[config.mk]
export PLATFORM = sky130hd
export DESIGN_NAME = cross_entropy_loss_mean
export DESIGN_NICKNAME = d
export VERILOG_FILES = /design/src/hw/rtl/cel_pkg.sv /design/src/hw/rtl/cross_entropy_loss_mean.sv /design/src/hw/rtl/cel_div.sv
export SDC_FILE = /design/constraint.sdc
export NUM_CORES = 2
export LEC_CHECK = 0
export BUFFER_PORTS_ARGS = -buffer_cell sky130_fd_sc_hd__buf_2
export CORE_MARGIN = 1.5
export CORE_UTILIZATION = 40
export CTS_CLUSTER_DIAMETER = 120
export DETAILED_ROUTE_END_ITERATION = 10
export SKIP_LAST_GASP = 1
export SLEW_MARGIN = 20
export SYNTH_ARGS = -nofsm -noshare
export SYNTH_HDL_FRONTEND = slang
export SYNTH_SLANG_ARGS = --single-unit
[constraint.sdc]
create_clock -name i_clk -period 9.69 [get_ports i_clk]
set_input_delay 0 -clock i_clk [delete_from_list [all_inputs] [get_ports i_clk]]
set_output_delay 0 -clock i_clk [all_outputs]
set_load 0.02 [all_outputs]
[src/hw/rtl/cel_pkg.sv]
// Package with the widths, constants and shared types of the cross-entropy loss block.
`timescale 1ns / 1ps

package cel_pkg;

    localparam int MAX_CLASSES = 1024;
    localparam int MAX_SAMPLES = 65536;

    localparam int PROB_W  = 16;
    localparam int TW_W    = 17;
    localparam int COL_W   = 10;
    localparam int MEAN_W  = 24;
    localparam int ACC_W   = 48;
    localparam int CNT_W   = $clog2(MAX_SAMPLES + 1);
    localparam int NUM_W   = ACC_W + 1;
    localparam int CFG_W   = 16;
    localparam int CFGI_W  = 2;
    localparam int L2_W    = 21;
    localparam int NL_W    = 20;
    localparam int PROD_W  = 53;
    localparam int MUL_W   = 32;
    localparam int LOG_STEPS = 16;
    localparam int STEP_W  = $clog2(LOG_STEPS);

    localparam logic [MUL_W-1:0]  LN2_Q32  = 32'd2977044472;
    localparam logic [TW_W-1:0]   ONE_Q16  = 17'd65536;
    localparam logic [MEAN_W-1:0] MEAN_MAX = {MEAN_W{1'b1}};
    localparam logic [ACC_W-1:0]  ACC_MAX  = {ACC_W{1'b1}};

    localparam logic [CFGI_W-1:0] CFG_CLIP_LOW  = 2'd0;
    localparam logic [CFGI_W-1:0] CFG_CLIP_HIGH = 2'd1;
    localparam logic [CFGI_W-1:0] CFG_SPARSE    = 2'd2;

    typedef struct packed {
        logic              done;
        logic              ovf;
        logic [MEAN_W-1:0] quot;
    } t_div_res;

endpackage

[src/hw/rtl/cross_entropy_loss_mean.sv]
// Top level of the batch-mean cross-entropy loss block.
//
// Usage: one input transaction carries one class element (probability,
// target weight, label, column and the sample and batch end flags). The block
// stalls its input while it works on an element: an accept step, a
// normalize step, sixteen squaring steps, then the ln(2) multiply, the
// target weight multiply and the accumulate. The single shared 32x32
// multiplier is reused by the log2 squaring loop and both scalings.
// An element with last_of_batch adds the mean division: an add step and
// the restoring divider (range check, 24 quotient steps and the done
// step); an empty batch skips the divider and an overflowing one leaves
// it after the range check. Then the result moves to the output register.
// The output register holds one result transaction; new elements are taken
// while it waits for the receiver. If the receiver stalls and a second
// result is ready, the block holds that result and its input until the
// output register is free. Reset (synchronous, active low) clears the
// accumulator, sample count and overflow flag, returns the clip bounds to
// their defaults and drops the output valid. Configuration writes take
// effect at once and are meant to be made while the block is idle.
`timescale 1ns / 1ps

module cross_entropy_loss_mean (
    input  logic                           i_clk,
    input  logic                           i_rst_n,

    input  logic                           i_cfg_we,
    input  logic [cel_pkg::CFGI_W-1:0]     i_cfg_index,
    input  logic [cel_pkg::CFG_W-1:0]      i_cfg_data,

    input  logic                           i_in_valid,
    output logic                           o_in_stall,
    input  logic [cel_pkg::PROB_W-1:0]     i_prob,
    input  logic [cel_pkg::TW_W-1:0]       i_target_weight,
    input  logic [cel_pkg::COL_W-1:0]      i_true_label,
    input  logic [cel_pkg::COL_W-1:0]      i_column,
    input  logic                           i_last_of_sample,
    input  logic                           i_last_of_batch,

    output logic                           o_out_valid,
    input  logic                           i_out_stall,
    output logic [cel_pkg::MEAN_W-1:0]     o_loss_mean,
    output logic                           o_empty_batch,
    output logic                           o_saturated
);
    import cel_pkg::*;

    typedef enum logic [7:0] {
        ST_IDLE  = 8'b0000_0001,
        ST_NORM  = 8'b0000_0010,
        ST_SQR   = 8'b0000_0100,
        ST_LN2   = 8'b0000_1000,
        ST_TERM  = 8'b0001_0000,
        ST_ACC   = 8'b0010_0000,
        ST_FIN   = 8'b0100_0000,
        ST_DWAIT = 8'b1000_0000
    } t_state;

    // Output hand-off is folded into the finish states through r_res_pend.
    t_state              r_state;
    logic [PROB_W-1:0]   r_clip_low;
    logic [PROB_W-1:0]   r_clip_high;
    logic                r_sparse;

    logic [PROB_W-1:0]   r_c;
    logic [TW_W-1:0]     r_y;
    logic                r_los;
    logic                r_lob;
    logic [3:0]          r_e;
    logic [PROB_W-1:0]   r_m;
    logic [PROB_W-1:0]   r_f;
    logic [STEP_W-1:0]   r_step;
    logic [PROD_W-1:0]   r_prod;

    logic [ACC_W-1:0]    r_acc;
    logic [CNT_W-1:0]    r_count;
    logic                r_ovf_seen;

    logic                r_res_pend;
    logic [MEAN_W-1:0]   r_res_mean;
    logic                r_res_empty;
    logic                r_res_sat;

    logic                r_out_valid;
    logic [MEAN_W-1:0]   r_out_mean;
    logic                r_out_empty;
    logic                r_out_sat;

    logic                w_in_acc;
    logic                w_out_free;
    logic [PROB_W-1:0]   w_c;
    logic [TW_W-1:0]     w_y;
    logic [3:0]          w_e;
    logic [PROB_W-1:0]   w_m_norm;
    logic [MUL_W-1:0]    w_mul_a;
    logic [MUL_W-1:0]    w_mul_b;
    logic [2*MUL_W-1:0]  w_prod;
    logic [PROB_W:0]     w_sq;
    logic [L2_W-1:0]     w_l2;
    logic [NL_W-1:0]     w_nl;
    logic [PROD_W-16:0]  w_term;
    logic [ACC_W:0]      w_sum;
    logic                w_div_start;
    logic [NUM_W-1:0]    w_div_num;
    t_div_res            w_div;

    assign w_in_acc   = i_in_valid && !o_in_stall;
    assign w_out_free = !r_out_valid || !i_out_stall;
    assign o_in_stall = (r_state != ST_IDLE) || r_res_pend;

    // Clip to the bounds; a crossed pair resolves to the lower bound.
    always_comb begin
        w_c = (i_prob < r_clip_high) ? i_prob : r_clip_high;
        if (w_c < r_clip_low) begin
            w_c = r_clip_low;
        end
        if (w_c == '0) begin
            w_c = PROB_W'(1);
        end
        if (r_sparse) begin
            w_y = (i_column == i_true_label) ? ONE_Q16 : '0;
        end else begin
            w_y = i_target_weight;
        end
        if (int'(i_column) >= MAX_CLASSES) begin
            w_y = '0;
        end
    end

    always_comb begin
        w_e = '0;
        for (int i = 0; i < PROB_W; i++) begin
            if (r_c[i]) begin
                w_e = 4'(i);
            end
        end
        w_m_norm = r_c << (4'd15 - w_e);
    end

    // Shared multiplier: squaring, ln(2) scaling and target weighting.
    always_comb begin
        case (r_state)
            ST_SQR: begin
                w_mul_a = MUL_W'(r_m);
                w_mul_b = MUL_W'(r_m);
            end
            ST_LN2: begin
                w_mul_a = MUL_W'(w_l2);
                w_mul_b = LN2_Q32;
            end
            ST_TERM: begin
                w_mul_a = MUL_W'(r_y);
                w_mul_b = MUL_W'(w_nl);
            end
            default: begin
                w_mul_a = '0;
                w_mul_b = '0;
            end
        endcase
    end

    assign w_prod = w_mul_a * w_mul_b;
    assign w_sq   = w_prod[2*PROB_W-1:PROB_W-1];
    assign w_l2   = {5'd16 - {1'b0, r_e}, 16'd0} - L2_W'(r_f);
    assign w_nl   = r_prod[NL_W+31:32] + NL_W'(r_prod[31]);
    assign w_term = r_prod[PROD_W-1:16] + (PROD_W-15)'(r_prod[15]);
    assign w_sum  = {1'b0, r_acc} + (ACC_W+1)'(w_term);

    assign w_div_start = (r_state == ST_FIN) && (r_count != '0);
    assign w_div_num   = {1'b0, r_acc} + NUM_W'(r_count[CNT_W-1:1]);

    cel_div u_div (
        .i_clk   (i_clk),
        .i_rst_n (i_rst_n),
        .i_start (w_div_start),
        .i_num   (w_div_num),
        .i_den   (r_count),
        .o_res   (w_div)
    );

    always_ff @(posedge i_clk) begin
        if (!i_rst_n) begin
            r_clip_low  <= PROB_W'(1);
            r_clip_high <= {PROB_W{1'b1}};
            r_sparse    <= 1'b0;
        end else if (i_cfg_we) begin
            case (i_cfg_index)
                CFG_CLIP_LOW:  r_clip_low  <= i_cfg_data;
                CFG_CLIP_HIGH: r_clip_high <= i_cfg_data;
                CFG_SPARSE:    r_sparse    <= i_cfg_data[0];
                default:       ;
            endcase
        end
    end

    always_ff @(posedge i_clk) begin
        if (!i_rst_n) begin
            r_state     <= ST_IDLE;
            r_acc       <= '0;
            r_count     <= '0;
            r_ovf_seen  <= 1'b0;
            r_res_pend  <= 1'b0;
            r_out_valid <= 1'b0;
            r_step      <= '0;
        end else begin
            // A finished result moves to the output register once it is free,
            // and the batch state is cleared at that moment.
            if (r_res_pend && w_out_free) begin
                r_out_valid <= 1'b1;
                r_res_pend  <= 1'b0;
                r_acc       <= '0;
                r_count     <= '0;
                r_ovf_seen  <= 1'b0;
            end else if (!i_out_stall) begin
                r_out_valid <= 1'b0;
            end
            case (r_state)
                ST_IDLE: begin
                    if (w_in_acc) begin
                        r_state <= ST_NORM;
                    end
                end
                ST_NORM: begin
                    r_step  <= '0;
                    r_state <= ST_SQR;
                end
                ST_SQR: begin
                    r_step <= r_step + STEP_W'(1);
                    if (r_step == STEP_W'(LOG_STEPS - 1)) begin
                        r_state <= ST_LN2;
                    end
                end
                ST_LN2: begin
                    r_state <= ST_TERM;
                end
                ST_TERM: begin
                    r_state <= ST_ACC;
                end
                ST_ACC: begin
                    if (w_sum[ACC_W]) begin
                        r_acc      <= ACC_MAX;
                        r_ovf_seen <= 1'b1;
                    end else begin
                        r_acc <= w_sum[ACC_W-1:0];
                    end
                    if (r_los && (int'(r_count) < MAX_SAMPLES)) begin
                        r_count <= r_count + CNT_W'(1);
                    end
                    r_state <= r_lob ? ST_FIN : ST_IDLE;
                end
                ST_FIN: begin
                    if (r_count == '0) begin
                        r_res_pend <= 1'b1;
                        r_state    <= ST_IDLE;
                    end else begin
                        r_state <= ST_DWAIT;
                    end
                end
                ST_DWAIT: begin
                    if (w_div.done) begin
                        r_res_pend <= 1'b1;
                        r_state    <= ST_IDLE;
                    end
                end
                default: begin
                    r_state <= ST_IDLE;
                end
            endcase
        end
    end

    always_ff @(posedge i_clk) begin
        if (w_in_acc) begin
            r_c   <= w_c;
            r_y   <= w_y;
            r_los <= i_last_of_sample;
            r_lob <= i_last_of_batch;
        end
        case (r_state)
            ST_NORM: begin
                r_e <= w_e;
                r_m <= w_m_norm;
                r_f <= '0;
            end
            ST_SQR: begin
                // A square of two or more gives a one fraction bit and halves.
                r_f <= {r_f[PROB_W-2:0], w_sq[PROB_W]};
                r_m <= w_sq[PROB_W] ? w_sq[PROB_W:1] : w_sq[PROB_W-1:0];
            end
            ST_LN2, ST_TERM: begin
                r_prod <= w_prod[PROD_W-1:0];
            end
            ST_FIN: begin
                r_res_mean  <= '0;
                r_res_empty <= 1'b1;
                r_res_sat   <= r_ovf_seen;
            end
            ST_DWAIT: begin
                r_res_mean  <= w_div.ovf ? MEAN_MAX : w_div.quot;
                r_res_empty <= 1'b0;
                r_res_sat   <= r_ovf_seen || w_div.ovf;
            end
            default: ;
        endcase
        if (r_res_pend && w_out_free) begin
            r_out_mean  <= r_res_mean;
            r_out_empty <= r_res_empty;
            r_out_sat   <= r_res_sat;
        end
    end

    assign o_out_valid   = r_out_valid;
    assign o_loss_mean   = r_out_mean;
    assign o_empty_batch = r_out_empty;
    assign o_saturated   = r_out_sat;

    a_div_done_in_wait: assert property (@(posedge i_clk) disable iff (!i_rst_n)
        w_div.done |-> r_state == ST_DWAIT)
        else $error("divider finished outside the wait state");

    a_rise_from_pending: assert property (@(posedge i_clk) disable iff (!i_rst_n)
        $rose(o_out_valid) |-> $past(r_res_pend))
        else $error("output valid rose without a pending result");

    a_clear_on_handoff: assert property (@(posedge i_clk) disable iff (!i_rst_n)
        r_res_pend && w_out_free |=> r_acc == '0 && r_count == '0 && !r_ovf_seen)
        else $error("batch state not cleared after result hand-off");

    a_empty_is_zero: assert property (@(posedge i_clk) disable iff (!i_rst_n)
        o_out_valid && o_empty_batch |-> o_loss_mean == '0)
        else $error("empty batch with a nonzero mean");

endmodule

[src/hw/rtl/cel_div.sv]
// Iterative restoring divider that forms the 24-bit batch mean and flags quotient overflow.
`timescale 1ns / 1ps

module cel_div (
    input  logic                          i_clk,
    input  logic                          i_rst_n,
    input  logic                          i_start,
    input  logic [cel_pkg::NUM_W-1:0]     i_num,
    input  logic [cel_pkg::CNT_W-1:0]     i_den,
    output cel_pkg::t_div_res             o_res
);
    import cel_pkg::*;

    localparam int QCNT_W = $clog2(MEAN_W + 1);
    localparam int HI_W   = NUM_W - MEAN_W;

    logic                r_busy;
    logic                r_done;
    logic                r_ovf;
    logic [QCNT_W-1:0]   r_cnt;
    logic [HI_W-1:0]     r_hi;
    logic [MEAN_W-1:0]   r_low;
    logic [CNT_W-1:0]    r_den;
    logic [CNT_W-1:0]    r_rem;

    logic [CNT_W:0]      w_trial;
    logic [CNT_W:0]      w_diff;
    logic                w_ge;

    assign w_trial = {r_rem, r_low[MEAN_W-1]};
    assign w_diff  = w_trial - {1'b0, r_den};
    assign w_ge    = w_trial >= {1'b0, r_den};

    // The quotient fits in 24 bits exactly when the upper part of the
    // numerator is below the divisor; that check comes before the quotient steps.
    always_ff @(posedge i_clk) begin
        if (!i_rst_n) begin
            r_busy <= 1'b0;
            r_done <= 1'b0;
            r_cnt  <= '0;
        end else begin
            if (i_start) begin
                r_busy <= 1'b1;
                r_done <= 1'b0;
                r_cnt  <= '0;
            end else if (r_busy) begin
                if (r_cnt == '0) begin
                    if (r_hi >= HI_W'(r_den)) begin
                        r_busy <= 1'b0;
                        r_done <= 1'b1;
                    end else begin
                        r_done <= 1'b0;
                        r_cnt  <= QCNT_W'(1);
                    end
                end else if (r_cnt == QCNT_W'(MEAN_W)) begin
                    r_busy <= 1'b0;
                    r_done <= 1'b1;
                end else begin
                    r_done <= 1'b0;
                    r_cnt  <= r_cnt + QCNT_W'(1);
                end
            end else begin
                r_done <= 1'b0;
            end
        end
    end

    always_ff @(posedge i_clk) begin
        if (i_start) begin
            r_hi  <= i_num[NUM_W-1:MEAN_W];
            r_low <= i_num[MEAN_W-1:0];
            r_den <= i_den;
        end else if (r_busy) begin
            if (r_cnt == '0) begin
                r_ovf <= r_hi >= HI_W'(r_den);
                r_rem <= r_hi[CNT_W-1:0];
            end else begin
                r_rem <= w_ge ? w_diff[CNT_W-1:0] : w_trial[CNT_W-1:0];
                r_low <= {r_low[MEAN_W-2:0], w_ge};
            end
        end
    end

    assign o_res.done = r_done;
    assign o_res.ovf  = r_ovf;
    assign o_res.quot = r_low;

endmodule
==> qor.yml <==
status:
  status: "complete, no violations"
global_routing:
  grt_pass1_vias: 30000
  grt_pass1_wl_mm: 169
  met2_usage: 0.367
  grt_util_all_layers: 0.219
  grt_max_degree: 55
  grt.overflow.total: 0
  grtUsageMet3: 0.0252
  met1_usage: 0.299
  grt.busiest_layer: "met2"
  antenna_found_initial: 3
yosys:
  synthesis.instances: 4117
  yosysSeqAreaShare: 0.252
  ys_types: 91
  synth_top_area_share: 0.240
  synth_area_leaders: "fa_1 24%, edfxtp_1 19%, ha_1 11%, inv_1 6.3%, dfxtp_1 6.2%"
  synth-edff-count: 245
  synthTopCellsByCount: "646 x inv_1, 482 x nand2_1, 465 x fa_1"
  yosys.cell_count.top_type: "inv_1"
  yosysWarnings: 0
  netlist_area_um2: 38800
  yosys.area.top_type: "fa_1"
  synth-async-reset-ratio: 0
  ys_ff_latch: 365
  ys.flop_type: "edfxtp_1"
  syn_avg_cell_area_um2: 9.41
pwr:
  p_leak_nw: 19.6
  seqPwrFrac: 0.418
  internal_power_mw: 3.09
  power_frac_comb: 0.231
  p_per_area_nw_per_um2: 104
  vdd_drop_max_uv: 110
  switchingPower_mw: 1.44
  p_sw_frac: 0.318
  p_clk_frac: 0.351
clock_network:
  root_buffer: "clkbuf_16"
  clock-sinks: 365
  cts_tree: "built"
  clk_pin_slew_worst_paths_ns: 0.07
  clock_path_buffers: 3
  worstSkewPairLatency_ns: 0.59
  cts_made_buffers: 43
  cts_max_level: 2
placement:
  dp.cells: 5468
  dp_hpwl_mm: 85.5
  finalWeightedCongestion: 0.909
  port_buffers: 105
timing:
  max_freq_mhz: 107
  rsz0062_at_grt: "no"
  finalWorstPathRequiredPeriod_ns: 9.35
  worst_slew_pin_slew_ns: 1.04
  skew_ns: 0.0163
  fin_crit_sh: 0.965
  setup_viol: 0
  slew_violations: 0
  fin_tns_setup_ns: 0
  hold_viol: 0
  relSlewSlack: 0.302
detailed_routing:
  wl_mm: 106
  drt_iter0_drc: 2477
  drcViolationCount: 0
  detail_route.wl_per_cell_um: 18.9
  ant_nets: 0
  viasPerCell: 5.32
  via_count: 29800
  first_pass_iters: 5
worst_setup_path:
  crit_fanout: 7
  crit_path_start_kind: "flop"
  timing.rr.start: "r_prod[36]"
  r2r_cells: 31
  cp_top_family: "adder cells"
  crit_required_ns: 10.01
  timing.rr.end: "r_prod[50]"
  cp.depth: 31
  startpoint: "r_prod[36]"
  crit_path_end: "r_prod[50]"
  cp-end-kind: "flop"
  crit_arrival_ns: 9.68
  crit_buf_inv: 3
  reg2reg_slack_ns: 0.34
  cp_common_cell: "fa_1"
  max_stage_delay_ns: 0.55
  worstSetupPathType: "reg2reg"
  crit_path_top_delay_cell: "fa_1"
floorplan:
  rows: 113
  die_w_um: 314
  io_pins: 106
  dieArea_um2: 98800
  start_util: 0.406
  die_y_um: 314
  coreArea_um2: 95400
run:
  maxCapViolCount: 0
cells_and_area:
  diodes: 0
  nNetsFinal: 5185
  areaGrowthSynthToFinish_pct: 11.7
  drive_gt1_frac: 0.0854
  stdcell_count: 5609
hold_path:
  hold_path_class: "in2reg"
==> power by group through the flow <==
| stage | combinational, mW | clock, mW | sequential (mW) |
|---|---|---|---|
| global placement | 1.01 | 0 | 1.92 |
| CTS | 1.04 | 1.62 | 1.89 |
| detailed placement | 1.01 | 0 | 1.92 |
| floorplan | 0.698 | 0 | 1.86 |
| finish | 1.05 | 1.59 | 1.89 |
| global route | 1.15 | 1.68 | 1.89 |
==> cell usage in the layout, fill, tap and decap left out, types with 27 or more instances in the layout <==
cell	count
inv_1	645
nand2_1	480
fa_1	465
ha_1	330
nor2_1	273
edfxtp_1	245
a21oi_1	198
dfxtp_1	120
buf_4	107
buf_2	105
xor2_1	92
nand3_1	91
o21ai_0	86
xnor2_1	81
a21o_1	81
dlygate4sd3_1	63
nor3_1	61
nor2b_1	58
nand4_1	50
and2_1	45
mux2i_1	45
a31oi_1	44
clkbuf_16	44
mux2_2	41
conb_1	40
and3_1	38
o211ai_1	34
nor4_1	27
==> stage by stage <==
stage	util	power (mW)	instance area [µm²]	hold WS, ns	worst slack (ns)
global placement	0.432	2.93	41300	0.235	0.364
global route	0.454	4.72	43300	0.126	0.00130
detailed placement	0.432	2.93	41300	0.232	0.278
finish	0.454	4.52	43300	0.130	0.338
floorplan	-	2.56	38900	0.0989	0.852
CTS	0.453	4.55	43200	0.108	0.222
==> worst register-to-register path: cells and delay by family (launching register included) <==
kind / cells / cell delay [ns]
fa+ha+maj: 8 / 3.97
compound gates: 9 / 1.98
simple gates: 10 / 1.87
flops: 1 / 0.53
xor+xnor: 1 / 0.39
buf+inv: 3 / 0.35
==> what timing repair did <==
action | 4_1_cts | 5_1_grt
setup endpoints to repair | 0 | 21
endpoints found under the hold margin | 72 | 0
hold buffers | 63 | 0
setup buffers | 0 | 0
gates resized for setup | 0 | 7
==> worst min path at each step <==
stage	startpoint	end	slack, ns	depth (start not counted)
3_3_place_gp	i_last_of_sample	r_los	0.23	1
2_1_floorplan	i_last_of_batch	r_lob	0.1	0
3_5_place_dp	i_last_of_sample	r_los	0.23	1
4_1_cts	i_prob[0]	r_c[0]	0.11	4
5_1_grt	i_prob[0]	r_c[0]	0.13	4
6_report	i_prob[0]	r_c[0]	0.13	4
==> layout make-up <==
class	instances	area [µm²]
sequential	365	9760
tap	1265	1580
fill	9202	52100
timing repair buffer	276	1980
inverter	646	2420
clock inverter	25	186
multi-input combinational	2980	26200
clock buffer	52	1180
==> routing by layer <==
| metal | part of all wire | vias up |
|---|---|---|
| met5 | 0 | - |
| met4 | 0.029 | 0 |
| met3 | 0.058 | 162 |
| met2 | 0.47 | 864 |
| met1 | 0.44 | 14700 |
| li1 | - | 14100 |
==> cell families after synthesis <==
logic type / after synthesis / share of synthesized area
buf+inv: 810 / 0.0788
flops: 365 / 0.252
simple gates: 1230 / 0.148
fa+ha+maj: 795 / 0.347
other cells: 2 / 0.000194
mux: 86 / 0.0235
compound gates: 654 / 0.111
xor+xnor: 175 / 0.0400
==> flip-flops by register name, summed over array words and instances, names as in the netlist, 4 cells and up <==
register / flops
o_loss_mean: 24
r_acc: 48
r_c: 16
r_clip_high: 16
r_clip_low: 16
r_count: 17
r_e: 4
r_f: 16
r_m: 16
r_prod: 38
r_res_mean: 24
r_state: 8
r_step: 4
r_y: 17
u_div.r_cnt: 5
u_div.r_den: 17
u_div.r_hi: 25
u_div.r_low: 24
u_div.r_rem: 17
(Power assumes the default switching activity.)
